==> src/rtl/rtfca_pkg.sv <==
// Shared widths, constants and control types of the frame check and average block.
`timescale 1ns / 1ps

package rtfca_pkg;

    // Frame and report sizing
    localparam int MAX_SAMPLES = 16;
    localparam int BYTE_W      = 8;
    localparam int WORD_W      = 16;
    localparam int CNT_W       = $clog2(MAX_SAMPLES + 1);
    localparam int SUM_W       = WORD_W + $clog2(MAX_SAMPLES);

    // Stream word widths
    localparam int IN_W        = 6 * BYTE_W;
    localparam int HUM_W       = 14;
    localparam int TEMP_W      = 15;
    localparam int OUT_BITS    = HUM_W + TEMP_W + CNT_W + 1;
    localparam int OUT_W       = ((OUT_BITS + 7) / 8) * 8;

    // CRC-8, MSB first
    localparam logic [BYTE_W-1:0] CRC_INIT = 8'hFF;
    localparam logic [BYTE_W-1:0] CRC_POLY = 8'h31;
    localparam int CRC_BITS    = WORD_W;
    localparam int BIT_W       = $clog2(CRC_BITS);

    // Serial divider
    localparam int DIV_STEPS   = SUM_W;
    localparam int DIV_CNT_W   = $clog2(DIV_STEPS);

    // Scaling to hundredths
    localparam int SCALE_W     = 15;
    localparam int PROD_W      = WORD_W + SCALE_W;
    localparam int PROD_SHIFT  = 16;
    localparam logic [SCALE_W-1:0] HUM_SCALE   = 15'd10000;
    localparam logic [SCALE_W-1:0] TEMP_SCALE  = 15'd17500;
    localparam logic [TEMP_W-1:0]  TEMP_OFFSET = 15'd4500;

    // Configuration
    localparam logic [CNT_W-1:0] SPR_RESET = 5'd10;
    localparam logic [CNT_W-1:0] LIMIT_MIN = 5'd1;
    localparam logic [CNT_W-1:0] LIMIT_MAX = CNT_W'(MAX_SAMPLES);

    // CRC lane control
    typedef struct packed {
        logic load;
        logic step;
    } t_crc_ctl;

    // Divider control and status
    typedef struct packed {
        logic start;
    } t_div_ctl;

    typedef struct packed {
        logic busy;
        logic done;
    } t_div_stat;

endpackage

==> src/rtl/rtfca_crc.sv <==
// Bit-serial CRC-8 lane over one 16-bit word, high byte first.
`timescale 1ns / 1ps

module rtfca_crc import rtfca_pkg::*; (
    input  logic              i_clk,
    input  t_crc_ctl          i_ctl,
    input  logic [WORD_W-1:0] i_word,
    output logic [BYTE_W-1:0] o_crc
);

    logic [BYTE_W-1:0] r_crc;
    logic [WORD_W-1:0] r_shift;
    logic              w_fb;

    // feedback bit: CRC msb against next data bit
    assign w_fb = r_crc[BYTE_W-1] ^ r_shift[WORD_W-1];

    // one data bit per step
    always_ff @(posedge i_clk) begin
        if (i_ctl.load) begin
            r_crc   <= CRC_INIT;
            r_shift <= i_word;
        end else if (i_ctl.step) begin
            r_crc   <= {r_crc[BYTE_W-2:0], 1'b0} ^ (w_fb ? CRC_POLY : '0);
            r_shift <= {r_shift[WORD_W-2:0], 1'b0};
        end
    end

    assign o_crc = r_crc;

endmodule

==> src/rtl/rtfca_div.sv <==
// Restoring serial divider: 20-bit sum by 5-bit count, one quotient bit per cycle.
`timescale 1ns / 1ps

module rtfca_div import rtfca_pkg::*; (
    input  logic              i_clk,
    input  logic              i_rst_n,
    input  t_div_ctl          i_ctl,
    input  logic [SUM_W-1:0]  i_dividend,
    input  logic [CNT_W-1:0]  i_divisor,
    output t_div_stat         o_stat,
    output logic [WORD_W-1:0] o_quotient
);

    logic                 r_busy;
    logic                 r_done;
    logic [DIV_CNT_W-1:0] r_cnt;
    logic [SUM_W-1:0]     r_quo;
    logic [CNT_W-1:0]     r_rem;
    logic [CNT_W-1:0]     r_dvs;

    logic [CNT_W:0]       w_shift;
    logic [CNT_W:0]       w_diff;
    logic                 w_fit;

    // trial subtract of the divisor
    assign w_shift = {r_rem, r_quo[SUM_W-1]};
    assign w_diff  = w_shift - {1'b0, r_dvs};
    assign w_fit   = (w_shift >= {1'b0, r_dvs});

    // control: busy while the quotient bits are shifted in, then a done pulse
    always_ff @(posedge i_clk) begin
        if (!i_rst_n) begin
            r_busy <= 1'b0;
            r_done <= 1'b0;
            r_cnt  <= '0;
        end else begin
            r_done <= 1'b0;
            if (i_ctl.start && !r_busy) begin
                r_busy <= 1'b1;
                r_cnt  <= '0;
            end else if (r_busy) begin
                if (r_cnt == DIV_CNT_W'(DIV_STEPS - 1)) begin
                    r_busy <= 1'b0;
                    r_done <= 1'b1;
                end else begin
                    r_cnt <= r_cnt + 1'b1;
                end
            end
        end
    end

    // datapath: quotient shifts in from the bottom as the dividend leaves the top
    always_ff @(posedge i_clk) begin
        if (i_ctl.start && !r_busy) begin
            r_quo <= i_dividend;
            r_rem <= '0;
            r_dvs <= i_divisor;
        end else if (r_busy) begin
            r_quo <= {r_quo[SUM_W-2:0], w_fit};
            r_rem <= w_fit ? w_diff[CNT_W-1:0] : w_shift[CNT_W-1:0];
        end
    end

    assign o_stat.busy = r_busy;
    assign o_stat.done = r_done;
    // average of words never exceeds a word
    assign o_quotient  = r_quo[WORD_W-1:0];

endmodule

==> src/rtl/rh_temp_frame_check_average_unit.sv <==
// Top level: sensor frame CRC check, accumulation and averaged report in hundredths.
//
//   channel  dir  signals                          word
//   s        in   i_s_tvalid/o_s_tready/i_s_tdata  one six-byte sensor frame
//   m        out  o_m_tvalid/i_m_tready/o_m_tdata  one averaged report
//   cfg      in   i_cfg_valid/o_cfg_ready/i_cfg_data  frames per report
//
// A frame is accepted, run through the bit-serial CRC lanes and accumulated.
// A frame that closes a report then waits twice on the shared serial divider
// for its done pulse, passes two products through the shared multiplier, then
// the offset and the load into the output register. A report with no good
// frame skips the divides and products and goes straight to the load.
// Reset is synchronous and clears counters and sums and sets frames per
// report to 10; there is no clearing pass. A report waiting on o_m_tready
// does not block new frames; only the next report stalls until it is taken.
`timescale 1ns / 1ps

module rh_temp_frame_check_average_unit import rtfca_pkg::*; (
    input  logic             i_clk,
    input  logic             i_rst_n,
    // frame in: [7:0] rh_high, [15:8] rh_low, [23:16] rh_check,
    //           [31:24] temp_high, [39:32] temp_low, [47:40] temp_check
    input  logic             i_s_tvalid,
    output logic             o_s_tready,
    input  logic [IN_W-1:0]  i_s_tdata,
    // report out: [13:0] humidity_centi, [28:14] temperature_centi (signed),
    //             [33:29] valid_count, [34] no_valid, [39:35] zero
    output logic             o_m_tvalid,
    input  logic             i_m_tready,
    output logic [OUT_W-1:0] o_m_tdata,
    // configuration: samples_per_report
    input  logic             i_cfg_valid,
    output logic             o_cfg_ready,
    input  logic [CNT_W-1:0] i_cfg_data
);

    typedef enum logic [3:0] {
        ST_IDLE,
        ST_CRC,
        ST_ACC,
        ST_DIV_H,
        ST_DIV_T,
        ST_MUL_H,
        ST_MUL_T,
        ST_FIN,
        ST_OUT
    } t_state;

    // control state
    t_state            r_state, n_state;
    logic [BIT_W-1:0]  r_bit, n_bit;
    logic [CNT_W-1:0]  r_spr, n_spr;
    logic [CNT_W-1:0]  r_frame, n_frame;
    logic [CNT_W-1:0]  r_good, n_good;
    logic [SUM_W-1:0]  r_hsum, n_hsum;
    logic [SUM_W-1:0]  r_tsum, n_tsum;
    logic              r_o_valid, n_o_valid;

    // payload
    logic [WORD_W-1:0] r_rh_word, n_rh_word;
    logic [WORD_W-1:0] r_t_word, n_t_word;
    logic [BYTE_W-1:0] r_rh_chk, n_rh_chk;
    logic [BYTE_W-1:0] r_t_chk, n_t_chk;
    logic [WORD_W-1:0] r_havg, n_havg;
    logic [WORD_W-1:0] r_tavg, n_tavg;
    logic [PROD_W-1:0] r_prod, n_prod;
    logic [HUM_W-1:0]  r_hum, n_hum;
    logic [TEMP_W-1:0] r_tmp, n_tmp;
    logic              r_nv, n_nv;
    logic [OUT_W-1:0]  r_o_data, n_o_data;

    // shared units
    t_crc_ctl          crc_ctl;
    logic [BYTE_W-1:0] w_crc_h, w_crc_t;
    t_div_ctl          div_ctl;
    t_div_stat         div_stat;
    logic [SUM_W-1:0]  w_div_dividend;
    logic [CNT_W-1:0]  w_div_divisor;
    logic [WORD_W-1:0] w_quotient;
    logic [WORD_W-1:0] w_mul_a;
    logic [SCALE_W-1:0] w_mul_b;
    logic [PROD_W-1:0] w_mul;

    logic              w_good;
    logic [CNT_W-1:0]  w_limit;
    logic [CNT_W-1:0]  w_frame_inc;
    logic [CNT_W-1:0]  w_good_inc;
    logic [SUM_W-1:0]  w_hsum_add;
    logic [SUM_W-1:0]  w_tsum_add;
    logic              w_out_free;

    // CRC lanes, one per word, stepped together
    rtfca_crc u_crc_h (
        .i_clk  (i_clk),
        .i_ctl  (crc_ctl),
        .i_word ({i_s_tdata[BYTE_W-1:0], i_s_tdata[2*BYTE_W-1:BYTE_W]}),
        .o_crc  (w_crc_h)
    );

    rtfca_crc u_crc_t (
        .i_clk  (i_clk),
        .i_ctl  (crc_ctl),
        .i_word ({i_s_tdata[4*BYTE_W-1:3*BYTE_W], i_s_tdata[5*BYTE_W-1:4*BYTE_W]}),
        .o_crc  (w_crc_t)
    );

    // shared divider: humidity sum first, then temperature sum
    assign w_div_dividend = (r_state == ST_ACC) ? n_hsum : r_tsum;
    // the count of this frame is not registered yet when the first division starts
    assign w_div_divisor  = (r_state == ST_ACC) ? w_good_inc : r_good;

    rtfca_div u_div (
        .i_clk      (i_clk),
        .i_rst_n    (i_rst_n),
        .i_ctl      (div_ctl),
        .i_dividend (w_div_dividend),
        .i_divisor  (w_div_divisor),
        .o_stat     (div_stat),
        .o_quotient (w_quotient)
    );

    // shared multiplier, registered into r_prod
    assign w_mul_a = (r_state == ST_MUL_H) ? r_havg : r_tavg;
    assign w_mul_b = (r_state == ST_MUL_H) ? HUM_SCALE : TEMP_SCALE;
    assign w_mul   = PROD_W'(w_mul_a) * PROD_W'(w_mul_b);

    // frame verdict and accumulator updates
    assign w_good      = (w_crc_h == r_rh_chk) && (w_crc_t == r_t_chk);
    assign w_frame_inc = r_frame + 1'b1;
    assign w_good_inc  = r_good + (w_good ? CNT_W'(1) : CNT_W'(0));
    assign w_hsum_add  = r_hsum + (w_good ? SUM_W'(r_rh_word) : SUM_W'(0));
    assign w_tsum_add  = r_tsum + (w_good ? SUM_W'(r_t_word) : SUM_W'(0));

    // effective frames per report: zero means one, clamp at the maximum
    always_comb begin
        if (r_spr == '0) begin
            w_limit = LIMIT_MIN;
        end else if (r_spr > LIMIT_MAX) begin
            w_limit = LIMIT_MAX;
        end else begin
            w_limit = r_spr;
        end
    end

    assign w_out_free = !r_o_valid || i_m_tready;

    // sequencer next state
    always_comb begin
        n_state   = r_state;
        n_bit     = r_bit;
        n_spr     = r_spr;
        n_frame   = r_frame;
        n_good    = r_good;
        n_hsum    = r_hsum;
        n_tsum    = r_tsum;
        n_o_valid = r_o_valid;
        n_rh_word = r_rh_word;
        n_t_word  = r_t_word;
        n_rh_chk  = r_rh_chk;
        n_t_chk   = r_t_chk;
        n_havg    = r_havg;
        n_tavg    = r_tavg;
        n_prod    = r_prod;
        n_hum     = r_hum;
        n_tmp     = r_tmp;
        n_nv      = r_nv;
        n_o_data  = r_o_data;
        crc_ctl   = '0;
        div_ctl   = '0;

        if (i_cfg_valid) begin
            n_spr = i_cfg_data;
        end

        // report word taken
        if (r_o_valid && i_m_tready) begin
            n_o_valid = 1'b0;
        end

        case (r_state)
            ST_IDLE: begin
                if (i_s_tvalid) begin
                    n_rh_word    = {i_s_tdata[BYTE_W-1:0], i_s_tdata[2*BYTE_W-1:BYTE_W]};
                    n_rh_chk     = i_s_tdata[3*BYTE_W-1:2*BYTE_W];
                    n_t_word     = {i_s_tdata[4*BYTE_W-1:3*BYTE_W],
                                    i_s_tdata[5*BYTE_W-1:4*BYTE_W]};
                    n_t_chk      = i_s_tdata[6*BYTE_W-1:5*BYTE_W];
                    crc_ctl.load = 1'b1;
                    n_bit        = '0;
                    n_state      = ST_CRC;
                end
            end
            ST_CRC: begin
                crc_ctl.step = 1'b1;
                n_bit        = r_bit + 1'b1;
                if (r_bit == BIT_W'(CRC_BITS - 1)) begin
                    n_state = ST_ACC;
                end
            end
            ST_ACC: begin
                n_frame = w_frame_inc;
                n_good  = w_good_inc;
                n_hsum  = w_hsum_add;
                n_tsum  = w_tsum_add;
                if (w_frame_inc >= w_limit) begin
                    if (w_good_inc == '0) begin
                        // no good frame: zero averages, flag set
                        n_hum   = '0;
                        n_tmp   = '0;
                        n_nv    = 1'b1;
                        n_state = ST_OUT;
                    end else begin
                        div_ctl.start = 1'b1;
                        n_state       = ST_DIV_H;
                    end
                end else begin
                    n_state = ST_IDLE;
                end
            end
            ST_DIV_H: begin
                if (div_stat.done) begin
                    n_havg        = w_quotient;
                    div_ctl.start = 1'b1;
                    n_state       = ST_DIV_T;
                end
            end
            ST_DIV_T: begin
                if (div_stat.done) begin
                    n_tavg  = w_quotient;
                    n_state = ST_MUL_H;
                end
            end
            ST_MUL_H: begin
                n_prod  = w_mul;
                n_state = ST_MUL_T;
            end
            ST_MUL_T: begin
                n_hum   = r_prod[PROD_SHIFT +: HUM_W];
                n_prod  = w_mul;
                n_state = ST_FIN;
            end
            ST_FIN: begin
                // wraps to two's complement; true result lies in -4500..12999
                n_tmp   = r_prod[PROD_SHIFT +: TEMP_W] - TEMP_OFFSET;
                n_nv    = 1'b0;
                n_state = ST_OUT;
            end
            ST_OUT: begin
                if (w_out_free) begin
                    n_o_valid = 1'b1;
                    n_o_data  = {{(OUT_W - OUT_BITS){1'b0}}, r_nv, r_good, r_tmp, r_hum};
                    n_frame   = '0;
                    n_good    = '0;
                    n_hsum    = '0;
                    n_tsum    = '0;
                    n_state   = ST_IDLE;
                end
            end
            default: begin
                n_state = ST_IDLE;
            end
        endcase
    end

    // state and registered outputs
    always_ff @(posedge i_clk) begin
        if (!i_rst_n) begin
            r_state   <= ST_IDLE;
            r_bit     <= '0;
            r_spr     <= SPR_RESET;
            r_frame   <= '0;
            r_good    <= '0;
            r_hsum    <= '0;
            r_tsum    <= '0;
            r_o_valid <= 1'b0;
        end else begin
            r_state   <= n_state;
            r_bit     <= n_bit;
            r_spr     <= n_spr;
            r_frame   <= n_frame;
            r_good    <= n_good;
            r_hsum    <= n_hsum;
            r_tsum    <= n_tsum;
            r_o_valid <= n_o_valid;
            r_rh_word <= n_rh_word;
            r_t_word  <= n_t_word;
            r_rh_chk  <= n_rh_chk;
            r_t_chk   <= n_t_chk;
            r_havg    <= n_havg;
            r_tavg    <= n_tavg;
            r_prod    <= n_prod;
            r_hum     <= n_hum;
            r_tmp     <= n_tmp;
            r_nv      <= n_nv;
            r_o_data  <= n_o_data;
        end
    end

    assign o_s_tready  = (r_state == ST_IDLE);
    assign o_m_tvalid  = r_o_valid;
    assign o_m_tdata   = r_o_data;
    assign o_cfg_ready = 1'b1;

    // frame count never runs past the largest report size
    a_frame_bound: assert property (@(posedge i_clk) disable iff (!i_rst_n)
        r_frame <= LIMIT_MAX)
        else $error("frame count past maximum");

    // good frames never outnumber frames
    a_good_bound: assert property (@(posedge i_clk) disable iff (!i_rst_n)
        r_good <= r_frame)
        else $error("good count exceeds frame count");

    // divider finishes only while the sequencer waits on it
    a_div_done: assert property (@(posedge i_clk) disable iff (!i_rst_n)
        div_stat.done |-> (r_state == ST_DIV_H || r_state == ST_DIV_T))
        else $error("divider done outside a divide step");

    // loading a report clears the accumulation and shows the word
    a_report_clear: assert property (@(posedge i_clk) disable iff (!i_rst_n)
        (r_state == ST_OUT && w_out_free) |=>
            (r_frame == '0 && r_hsum == '0 && r_tsum == '0 && o_m_tvalid))
        else $error("report load left state behind");

endmodule
==> config.mk <==
export PLATFORM = sky130hd
export DESIGN_NAME = rh_temp_frame_check_average_unit
export DESIGN_NICKNAME = d
export VERILOG_FILES = /design/src/rtl/rtfca_pkg.sv /design/src/rtl/rtfca_crc.sv /design/src/rtl/rtfca_div.sv /design/src/rtl/rh_temp_frame_check_average_unit.sv
export SDC_FILE = /design/constraint.sdc
export NUM_CORES = 1
export LEC_CHECK = 0
export ABC_CLOCK_PERIOD_IN_PS = 10200
export BUFFER_PORTS_ARGS = -buffer_cell sky130_fd_sc_hd__clkbuf_2
export CORE_ASPECT_RATIO = 0.6
export CORE_UTILIZATION = 55
export DETAILED_ROUTE_END_ITERATION = 10
export GPL_TIMING_DRIVEN = 1
export PLACE_DENSITY = 0.82
export SYNTH_ARGS = -nofsm -noshare
export SYNTH_HDL_FRONTEND = slang
export SYNTH_SLANG_ARGS = --single-unit
export TNS_END_PERCENT = 1
==> constraint.sdc <==
create_clock -name i_clk -period 10.2 [get_ports i_clk]
set_input_delay 0.51 -clock i_clk [delete_from_list [all_inputs] [get_ports i_clk]]
set_output_delay 0.51 -clock i_clk [all_outputs]
set_load 0.02 [all_outputs]
==> results.json, run 1 <==
{
  "outcome": "completed",
  "worst_pin_slew_ns": 1.10,
  "switching_share_pct": 28.8,
  "total_power_uw": 3510,
  "fin_area_um2": 20100,
  "synth_edf_count": 217,
  "place_area_um2": 19100,
  "fmax_mhz": 136,
  "setup_viol": 0,
  "p_switching_uw": 1010,
  "fin_skew_ns": 0.0321,
  "fin_crit_ns": 7.34,
  "fp.dieW_um": 236,
  "cts_max_path_buffers": 3,
  "rsz0062_at_grt": "false",
  "drive_above_1_share_pct": 11.8,
  "hold_path_depth": 1,
  "cts_resized": 0,
  "hold_path_end": "r_t_chk[4]",
  "r2r_cells": 22,
  "numCtsBuffers": 29,
  "rr_startpoint": "r_state[0]",
  "nets": 2058,
  "clk_latency_ns": 0.58,
  "r2r_slack_ns": 2.86,
  "postSynthCellCount": 1644,
  "period_share_pct": 72.0,
  "max_slew_margin_pct": 26.9,
  "grt_pass1_vias": 12000,
  "finalMaxSlewViolations": 0,
  "synthFlopType": "edfxtp_1",
  "rows": 51,
  "comb_power_share_pct": 22.6,
  "cts_sinks": 309,
  "via_count": 12500,
  "grt_max_degree": 50,
  "p_per_area_nw_per_um2": 175,
  "p_clk_share_pct": 31.8,
  "synth.avg_cell_area_um2": 11.0,
  "grt.total_usage_pct": 23.7,
  "root_buffer": "clkbuf_16",
  "multi_input_area_um2": 9050,
  "fin_util_pct": 61.9,
  "dp_hpwl_um": 30100,
  "r2r_end": "r_prod[27]",
  "cts_setup_buffers": 0,
  "critical_path.max_fanout": 19,
  "p_int_uw": 2500,
  "hold_viol": 0,
  "tns_ns": 0,
  "seq_area_um2": 8360,
  "wl_per_cell_um": 18.3,
  "ys_types": 68,
  "routed_via_density": 5.73,
  "clkTransAtPathRegs_ns": 0.07,
  "synth-seq-cells": 309,
  "diodes": 0,
  "grt_use_met1_pct": 36.5,
  "critPathLaunchType": "register",
  "seqPwrFrac_pct": 45.6,
  "use_met2_pct": 34.5,
  "h-tree-depth": 1,
  "ant_nets": 0,
  "fillerInstances": 2459,
  "synthToLayoutAreaGrowth_pct": 10.6,
  "leakage_uw": 0.00878,
  "drt_iter0_drc": 1243,
  "cts_tree": "built",
  "portBuffers": 94,
  "gp_congestion": 0.937,
  "die_area_um2": 33700,
  "synth-seq-area-share_pct": 46.1,
  "wl_um": 39900,
  "worst_setup_path_end_kind": "register",
  "drc_errors": 0,
  "async_flop_share_pct": 0,
  "ys_warn_count": 0,
  "synth_area_um2": 18100,
  "critPathRequiredTime_ns": 10.51,
  "dieHeight_um": 143,
  "crit_type": "reg2reg",
  "peakVddDrop_mv": 0.131,
  "grt_pass1_wl_um": 63100,
  "drv_cap": 0,
  "holdBufCountCts": 0,
  "io_pins": 101,
  "cp_data_arrival_time_ns": 7.65,
  "pre_cts_ws_ns": 2.93,
  "start_util_pct": 55.9,
  "overflow": 0,
  "hold_path_class": "in2reg",
  "worstHoldStart": "i_s_tdata[44]",
  "coreArea_um2": 32400,
  "antenna_found_initial": 0,
  "layout_setup_ws_ns": 2.86,
  "first_pass_iters": 5,
  "grt_busiest_layer": "met1",
  "use_met3_pct": 4.31
}
-- flip-flops by register name, summed over array words and instances, names as in the netlist, 5 cells and up --
register and cells:
o_m_tdata 35, r_frame 5, r_good 5, r_havg 16
r_hsum 20, r_hum 14, r_prod 15, r_rh_chk 8
r_rh_word 16, r_spr 5, r_t_chk 8, r_t_word 16
r_tavg 16, r_tmp 15, r_tsum 20, u_crc_h.o_crc 8
u_crc_h.r_shift 16, u_crc_t.o_crc 8, u_crc_t.r_shift 16, u_div.r_cnt 5
u_div.r_dvs 5, u_div.r_quo 20, u_div.r_rem 5
-- layout by cell type (no fill, tap or decap), types with 4 or more instances in the layout --
master | netlist | final
dfxtp_1 | 92 | 92
a31oi_1 | 26 | 26
a21o_1 | 14 | 14
clkinv_2 | 0 | 4
xnor2_1 | 60 | 60
nor2b_1 | 12 | 12
ha_1 | 177 | 177
and4_1 | 4 | 4
o21ai_0 | 55 | 54
and2_1 | 44 | 44
a21oi_1 | 71 | 71
mux2i_1 | 9 | 9
fa_1 | 82 | 82
conb_1 | 2 | 25
nand2_1 | 206 | 205
o21bai_1 | 8 | 8
clkbuf_2 | 0 | 94
xor2_1 | 25 | 25
nor4_1 | 11 | 9
o21ai_1 | 8 | 8
nand4_1 | 12 | 12
clkbuf_1 | 43 | 7
and3_1 | 9 | 9
nor3_1 | 22 | 21
mux2_2 | 36 | 36
clkinv_1 | 0 | 4
a22oi_1 | 11 | 11
nand2b_1 | 13 | 13
o41ai_1 | 4 | 4
a211oi_1 | 4 | 4
nand3_1 | 30 | 30
bufinv_16 | 0 | 4
clkbuf_16 | 0 | 29
edfxtp_1 | 217 | 217
inv_1 | 146 | 146
nor2_1 | 105 | 103
o21a_1 | 7 | 7
o211ai_1 | 7 | 7
buf_4 | 9 | 14
-- how the worst max path moves through the flow --
stage,startpoint,to,slack [ns],depth (start not counted)
floorplan,r_state[2],r_prod[30],3.99,24
global placement,r_state[0],r_prod[30],3.24,22
detailed placement,r_state[0],r_prod[27],2.93,22
CTS,r_state[0],r_prod[27],2.86,22
global route,r_state[0],r_prod[27],2.40,22
finish,r_state[0],r_prod[27],2.86,22
-- per-layer routing --
metal | up-vias | routed length (um) | part of all wire (%)
li1 | 5888 | - | -
met1 | 6095 | 18800 | 47
met2 | 487 | 17100 | 43
met3 | 60 | 3310 | 8.3
met4 | 0 | 770 | 1.9
met5 | - | 0 | 0
-- logic make-up (layout without fill, tap and decap cells) --
| kind of cell | Yosys count | in the layout | share of synthesized area (%) |
|---|---|---|---|
| muxes | 45 | 45 | 2.73 |
| and+or+nand+nor | 487 | 487 | 12.5 |
| DFF | 309 | 309 | 46.1 |
| AOI/OAI and AO/OA | 245 | 245 | 8.53 |
| adders and majority gates | 259 | 259 | 21.3 |
| buffers and inverters | 212 | 309 | 4.73 |
| xor gates and xnor gates | 85 | 85 | 4.11 |
| other | 2 | 25 | 0.0414 |
-- Yosys cell counts, drive strengths merged, types with 4 or more instances --
master  count  area, um2
fa         82       1640
buf        22        143
inv       147        554
edfxtp    217       6520
xnor2      60        526
o21ai      63        315
or2         4       25.0
nor4       11       68.8
nand2b     13       81.3
mux2       36        405
o21a        7       52.6
and2       44        275
nor2      105        394
or3         4       30.0
a21oi      71        355
nor3       22        110
a31oi      26        163
xor2       25        219
ha        177       2210
clkbuf     43        161
a22oi      11       82.6
nand3      30        150
nor2b      12       75.1
a21o       14        105
nand4      12       75.1
o21bai      8       60.1
nand2     206        773
o41ai       4       35.0
and3        9       56.3
mux2i       9       90.1
dfxtp      92       1840
o211ai      8       65.1
and4        4       35.0
a211oi      4       30.0
-- through the flow --
stage / std cells / hold WS (ns)
2_1_floorplan: 1667 / 0.400
3_3_place_gp: 2134 / 0.402
3_5_place_dp: 2134 / 0.405
4_1_cts: 2188 / 0.0770
5_1_grt: 2188 / 0.0848
6_report: 2188 / 0.0986
-- critical path, stage by stage, from the launching register on --
cell      delay [ns]
dfxtp_1         0.75
nand2b_1        0.48
o21ai_0         0.66
inv_1           0.14
ha_1            0.30
inv_1           0.05
fa_1            0.53
inv_1           0.05
fa_1            0.49
inv_1           0.06
fa_1            0.48
inv_1           0.05
fa_1            0.47
ha_1            0.31
ha_1            0.31
a211oi_1        0.26
o21bai_1        0.12
o311ai_2        0.44
o31a_1          0.38
o21ai_1         0.17
a21o_1          0.23
a21oi_1         0.22
xnor2_1         0.09
-- layout make-up --
cell class | instances | share of cell area, %
flip-flops and latches | 309 | 41.7
clock inverters | 16 | 1.00
well taps | 424 | 2.65
repair buffers | 108 | 2.87
inverters | 147 | 2.76
clock buffers | 38 | 3.89
multi-input cells | 1146 | 45.1
-- power groups by stage --
stage          clock network [uW]  logic [uW]  registers, uW
6_report                     1120         791           1600
5_1_grt                      1180         881           1610
4_1_cts                      1130         793           1600
3_5_place_dp                    0         780           1620
3_3_place_gp                    0         741           1620
2_1_floorplan                   0         601           1590
No activity file was read; power rests on OpenSTA's default activity.
==> inputs of run 2 (changes only) <==
--- a/config.mk
+++ b/config.mk
@@ -5,7 +5,8 @@
 export SDC_FILE = /design/constraint.sdc
 export NUM_CORES = 1
 export LEC_CHECK = 0
-export ABC_CLOCK_PERIOD_IN_PS = 10200
+export ABC_AREA = 1
+export ABC_CLOCK_PERIOD_IN_PS = 7270
 export BUFFER_PORTS_ARGS = -buffer_cell sky130_fd_sc_hd__clkbuf_2
 export CORE_ASPECT_RATIO = 0.6
 export CORE_UTILIZATION = 55
==> constraint.sdc (replaced) <==
create_clock -name i_clk -period 7.27 [get_ports i_clk]
set_input_delay 0.3635 -clock i_clk [delete_from_list [all_inputs] [get_ports i_clk]]
set_output_delay 0.3635 -clock i_clk [all_outputs]
set_load 0.02 [all_outputs]
==> run 2 against run 1 <==
Via count up 25%. Final area up 8.5%. First-iteration DRC count up 43%. Clock skew down 0.018 ns. Clock power up 46%. Clock-buffer cell count down 4. Critical path type unchanged.
==> results.json, run 2 <==
{
  "setup_viol": 0,
  "fin_crit_ns": 6.18,
  "grt.total_usage_pct": 28.0,
  "period_share_pct": 85.1,
  "dr_wl_met2_um": 20300,
  "clkTransAtPathRegs_ns": 0.07,
  "h-tree-depth": 1,
  "io_pins": 101,
  "ys_warn_count": 0,
  "max_slew_margin_pct": 24.5,
  "async_flop_share_pct": 0,
  "routed_via_density": 5.54,
  "synth_area_leaders": "edfxtp_1 (34%), ha_1 (11%), nand2_1 (11%), dfxtp_1 (9.5%), fa_1 (8.5%)",
  "hold_path_class": "in2reg",
  "overflow": 0,
  "worst_setup_path_end_kind": "register",
  "r2r_end": "r_prod[25]",
  "synth_common_cells": "nand2_1 (552), inv_1 (300), edfxtp_1 (217)",
  "die_area_um2": 35900,
  "ant_nets": 0,
  "synth_edf_count": 217,
  "drc_errors": 0,
  "placed_cells": 2714,
  "leakage_uw": 0.0103,
  "fmax_mhz": 162,
  "drv_cap": 0,
  "worst_pin_slew_ns": 1.12,
  "cts_tree": "built",
  "synth-seq-area-share_pct": 43.2,
  "synth_area_um2": 19300,
  "r2r_slack_ns": 1.09,
  "hold_path_end": "r_spr[3]",
  "rows": 52,
  "tns_ns": 0,
  "fin_skew_ns": 0.0139,
  "critical_path.max_fanout": 30,
  "fillerInstances": 2727,
  "dp_hpwl_um": 37100,
  "synth_most_common_cell": "nand2_1",
  "dieHeight_um": 147,
  "rr_startpoint": "r_state[0]",
  "numCtsBuffers": 29,
  "hold_path_depth": 3,
  "cts_max_path_buffers": 3,
  "crit_type": "reg2reg",
  "rsz0062_at_grt": "false",
  "dr_wl_met3_um": 6290,
  "hold_viol": 0,
  "critPathRequiredTime_ns": 7.60,
  "drive_above_1_share_pct": 8.01,
  "critPathLaunchType": "register",
  "grt_pass1_wl_um": 78500,
  "antenna_found_initial": 0,
  "gp_congestion": 0.978,
  "cts_sinks": 309,
  "finalNonFillerCells": 2819,
  "first_pass_iters": 6,
  "synthToLayoutAreaGrowth_pct": 12.6,
  "final_cell_mix": "nand2_1 (552), inv_1 (300), edfxtp_1 (217), nor2_1 (213), ha_1 (177)",
  "synth-seq-cells": 309,
  "wl_um": 49700,
  "cts_setup_buffers": 0,
  "peakVddDrop_mv": 0.210,
  "outcome": "completed",
  "root_buffer": "clkbuf_16",
  "grt_max_degree": 47,
  "clk_latency_ns": 0.58,
  "synth.avg_cell_area_um2": 8.84,
  "largest_reg_flops": 35,
  "finalMaxSlewViolations": 0,
  "via_count": 15600,
  "nets": 2654,
  "synthFlopType": "edfxtp_1",
  "top_layer": "met4",
  "ys_types": 45,
  "fp.dieW_um": 244,
  "start_util_pct": 56.6,
  "wl_met1_um": 22300,
  "postSynthCellCount": 2186,
  "synth_top_area_share_pct": 33.7,
  "synth_top_area_cell": "edfxtp_1",
  "worstHoldStart": "i_cfg_data[3]",
  "layout_commonest_cell": "nand2_1",
  "diodes": 0,
  "portBuffers": 94,
  "p_per_area_nw_per_um2": 254,
  "r2r_cells": 27,
  "drt_iter0_drc": 1779,
  "wl_per_cell_um": 17.6,
  "cp_data_arrival_time_ns": 6.52,
  "total_power_uw": 5540,
  "grt_pass1_vias": 14800,
  "coreArea_um2": 34200
}
[run 2: cell types whose count changed after synthesis, moves of 13 or more]
cell | previous run | this run
a21oi_1 | 71 | 162
a31oi_1 | 26 | 3
nor2_1 | 105 | 215
inv_2 | 0 | 13
clkbuf_1 | 43 | 26
inv_1 | 146 | 300
xnor2_1 | 60 | 21
and2_1 | 44 | 1
nand2_1 | 206 | 552
o21ai_0 | 55 | 84
nand2b_1 | 13 | 0
buf_2 | 3 | 16
nand3_1 | 30 | 82
mux2_2 | 36 | 0
[run 2: metrics by stage]
step           utilization [%]  cell area, um2  setup slack, ns  hold WS (ns)
2_1_floorplan                -           19400             2.05         0.400
3_5_place_dp              59.3           20300             1.25         0.405
5_1_grt                   63.7           21800            0.694        0.0234
6_report                  63.7           21800             1.09        0.0233
4_1_cts                   63.7           21800             1.23       0.00529
3_3_place_gp              59.3           20300             1.37         0.401
[run 2: worst max path at each step]
stage	start	end	slack, ns	cells after the start
floorplan	r_state[0]	r_prod[23]	2.05	29
global placement	r_state[0]	r_prod[25]	1.37	24
detailed placement	r_state[0]	r_prod[25]	1.25	27
CTS	r_state[0]	r_prod[23]	1.23	27
global route	r_state[0]	r_prod[25]	0.69	28
finish	r_state[0]	r_prod[25]	1.09	27
[run 2: logic make-up after synthesis]
| group | Yosys count | synth area share [%] |
|---|---|---|
| compound gates | 292 | 8.07 |
| fa+ha+maj | 259 | 19.9 |
| other cells | 2 | 0.0388 |
| flops | 309 | 43.2 |
| simple gates | 909 | 19.1 |
| xor+xnor | 42 | 1.90 |
| buf+inv | 373 | 7.75 |
[run 2: cell type report]
class,instances,area [um2],share of cell area (%)
tap,459,574,2.64
timing repair buffer,157,1070,4.92
clock buffer,34,786,3.61
inverter,313,1170,5.40
clock inverter,20,215,0.989
sequential,309,8360,38.4
multi-input combinational,1527,9580,44.0
[run 2: timing repair]
item / in CTS / in global routing
endpoints found under the hold margin: 51 / 0
gates resized for setup: 0 / 0
hold buffers: 51 / 0
[run 2: where the power goes]
group | switching (uW) | leakage (uW) | internal (uW)
logic | 1120 | 0.00708 | 535
clock network | 710 | 0.000483 | 918
registers | 89.6 | 0.00278 | 2160
total | 1920 | 0.0103 | 3610
[run 2: worst max-delay path, cell delays in order, from the launching register on]
cell     delay [ns]
dfxtp_1        0.43
inv_2          0.05
nor2_2         0.11
nand2_1        0.09
inv_2          0.41
nor2_1         0.20
or2_1          0.25
inv_1          0.08
ha_1           0.15
inv_1          0.05
fa_1           0.50
inv_1          0.05
fa_1           0.49
inv_1          0.05
fa_1           0.47
inv_1          0.05
fa_1           0.47
ha_1           0.31
ha_1           0.32
a21oi_1        0.07
o21ai_0        0.52
a21oi_1        0.14
nand2_1        0.17
nand2_1        0.08
nand2_1        0.12
nand2_1        0.13
nand3_1        0.09
nand2_1        0.06
[run 2: per-layer routing]
metal | track usage (%) | vias up
met5 | 0 | -
met4 | 4.47 | 0
met3 | 7.80 | 63
met2 | 39.8 | 785
met1 | 42.8 | 7404
li1 | - | 7378
==> inputs of run 3 (changes only) <==
--- a/config.mk
+++ b/config.mk
@@ -12,7 +12,8 @@
 export CORE_UTILIZATION = 55
 export DETAILED_ROUTE_END_ITERATION = 10
 export GPL_TIMING_DRIVEN = 1
-export PLACE_DENSITY = 0.82
+export PLACE_DENSITY = 0.73
+export SKIP_LAST_GASP = 1
 export SYNTH_ARGS = -nofsm -noshare
 export SYNTH_HDL_FRONTEND = slang
 export SYNTH_SLANG_ARGS = --single-unit
==> run 3 against run 2 <==
Total power is 2.9% lower. Hold slack worse by 0.010 ns. Combinational power is 4% lower. Sequential share of layout area is 0.25 points higher. Clock power is 6% lower. Flip-flop and latch count stayed put. First-iteration DRC count is 8.9% lower. Critical path depth is 1 higher. Wire length is 1.9% lower. Core utilization is 0.41 points lower. Global-route usage is 0.20 points lower. Final area is 0.64% lower. Critical path type unchanged.
==> results.json, run 3 (synthesis gave the netlist of run 2 again) <==
{
  "wl_per_cell_um": 17.3,
  "worst_setup_path_end_kind": "register",
  "fin_skew_ns": 0.0166,
  "coreArea_um2": 34200,
  "fin_area_um2": 21600,
  "drc_errors": 0,
  "cp_slowest_cell": "o21ai_0",
  "diodes": 0,
  "hold_viol": 0,
  "ant_nets": 0,
  "first_pass_iters": 6,
  "rsz0062_at_grt": "false",
  "die_area_um2": 35900,
  "clkTransAtPathRegs_ns": 0.07,
  "numCtsBuffers": 29,
  "use_met3_pct": 9.30,
  "cts_tree": "built",
  "place_area_um2": 20200,
  "drv_cap": 0,
  "cts_setup_buffers": 0,
  "finalMaxSlewViolations": 0,
  "cp_data_arrival_time_ns": 6.52,
  "hold_path_class": "in2reg",
  "drive_above_1_share_pct": 7.99,
  "dp_hpwl_um": 37300,
  "leakage_uw": 0.0103,
  "crit_type": "reg2reg",
  "dieHeight_um": 147,
  "fin_util_pct": 63.3,
  "start_util_pct": 56.6,
  "overflow": 0,
  "grt_pass1_vias": 14500,
  "grt.total_usage_pct": 27.8,
  "fin_crit_ns": 6.19,
  "synthToLayoutAreaGrowth_pct": 11.8,
  "via_count": 15300,
  "max_slew_margin_pct": 27.3,
  "setup_viol": 0,
  "grt_pass1_wl_um": 77800,
  "clk_latency_ns": 0.57,
  "tns_ns": 0,
  "gp_congestion": 0.990,
  "cts_sinks": 309,
  "critPathLaunchType": "register",
  "peakVddDrop_mv": 0.196,
  "fp.dieW_um": 244,
  "holdBufCountCts": 45,
  "outcome": "completed",
  "portBuffers": 94,
  "routed_via_density": 5.44,
  "p_per_area_nw_per_um2": 249,
  "critPathTopFamily": "adder cells",
  "drt_iter0_drc": 1621,
  "grt_busiest_layer": "met1",
  "cp.buffers_inverters": 8,
  "cts_max_path_buffers": 3,
  "critical_path.max_fanout": 30,
  "io_pins": 101,
  "pre_cts_ws_ns": 1.29,
  "slowest_delay_ns": 0.55,
  "critPathRequiredTime_ns": 7.60,
  "h-tree-depth": 1,
  "layout_commonest_cell": "nand2_1",
  "antenna_found_initial": 0,
  "layout_setup_ws_ns": 1.08,
  "wl_um": 48700,
  "cts_resized": 0,
  "grt_max_degree": 47,
  "largest_reg_flops": 35,
  "fmax_mhz": 161,
  "root_buffer": "clkbuf_16",
  "worst_pin_slew_ns": 1.09,
  "use_met2_pct": 37.2,
  "grt_use_met1_pct": 43.3,
  "final_cell_mix": "nand2_1 (552), inv_1 (300), edfxtp_1 (217), nor2_1 (213), ha_1 (177)",
  "nets": 2647,
  "rows": 52,
  "period_share_pct": 85.2
}
## run 3: cell types whose count changed in the layout (fill, tap and decap cells not counted), moves of 2 or more
cell / previous run / this run
clkinv_2: 3 / 7
clkbuf_8: 2 / 0
dlygate4sd3_1: 51 / 45
clkinvlp_4: 2 / 4
## run 3: per-stage QoR
stage	power [uW]	std cells	hold WS [ns]
after global routing	5690	2811	0.00284
after CTS	5360	2811	0.00169
after detailed placement	3810	2713	0.405
final	5380	2811	0.0134
after floorplan	3400	2209	0.400
after global placement	3770	2713	0.400
## run 3: routing by layer
| metal | vias to the layer above | wire [um] | share of wire (%) |
|---|---|---|---|
| met3 | 43 | 5660 | 12 |
| met4 | 0 | 665 | 1.4 |
| met2 | 610 | 18900 | 39 |
| li1 | 7376 | - | - |
| met1 | 7251 | 23500 | 48 |
| met5 | - | 0 | 0 |
## run 3: worst register-to-register path: cells and delay by family, from the launching register on
kind / cells / cell delay (ns)
and+or+nand+nor: 9 / 1.01
DFF: 1 / 0.45
buffers and inverters: 8 / 0.90
AOI/OAI and AO/OA: 4 / 0.84
adders and majority gates: 7 / 2.74
## run 3: cell type report
class,count,area (um2)
Fill cell,2891,12500
Tap cell,459,574
Inverter,313,1170
Clock buffer,31,733
Timing Repair Buffer,150,1000
Clock inverter,22,196
Multi-Input combinational cell,1527,9580
Sequential cell,309,8360
## run 3: final timing paths
| check | start | end | slack [ns] | depth (start not counted) |
|---|---|---|---|---|
| setup / recovery | r_state[0] | r_prod[25] | 1.08 | 28 |
| hold / removal | i_s_tdata[37] | r_t_word[5] | 0.01 | 1 |
| setup reg to reg | r_state[0] | r_prod[25] | 1.08 | 28 |
| hold reg to reg | r_tmp[6] | o_m_tdata[20] | 0.42 | 0 |
## run 3: report_power, final
part	total, uW	leakage, uW	switching, uW	internal [uW]
logic	1600	0.00705	1080	527
clock network	1530	0.000447	692	837
registers	2240	0.00278	84.7	2160
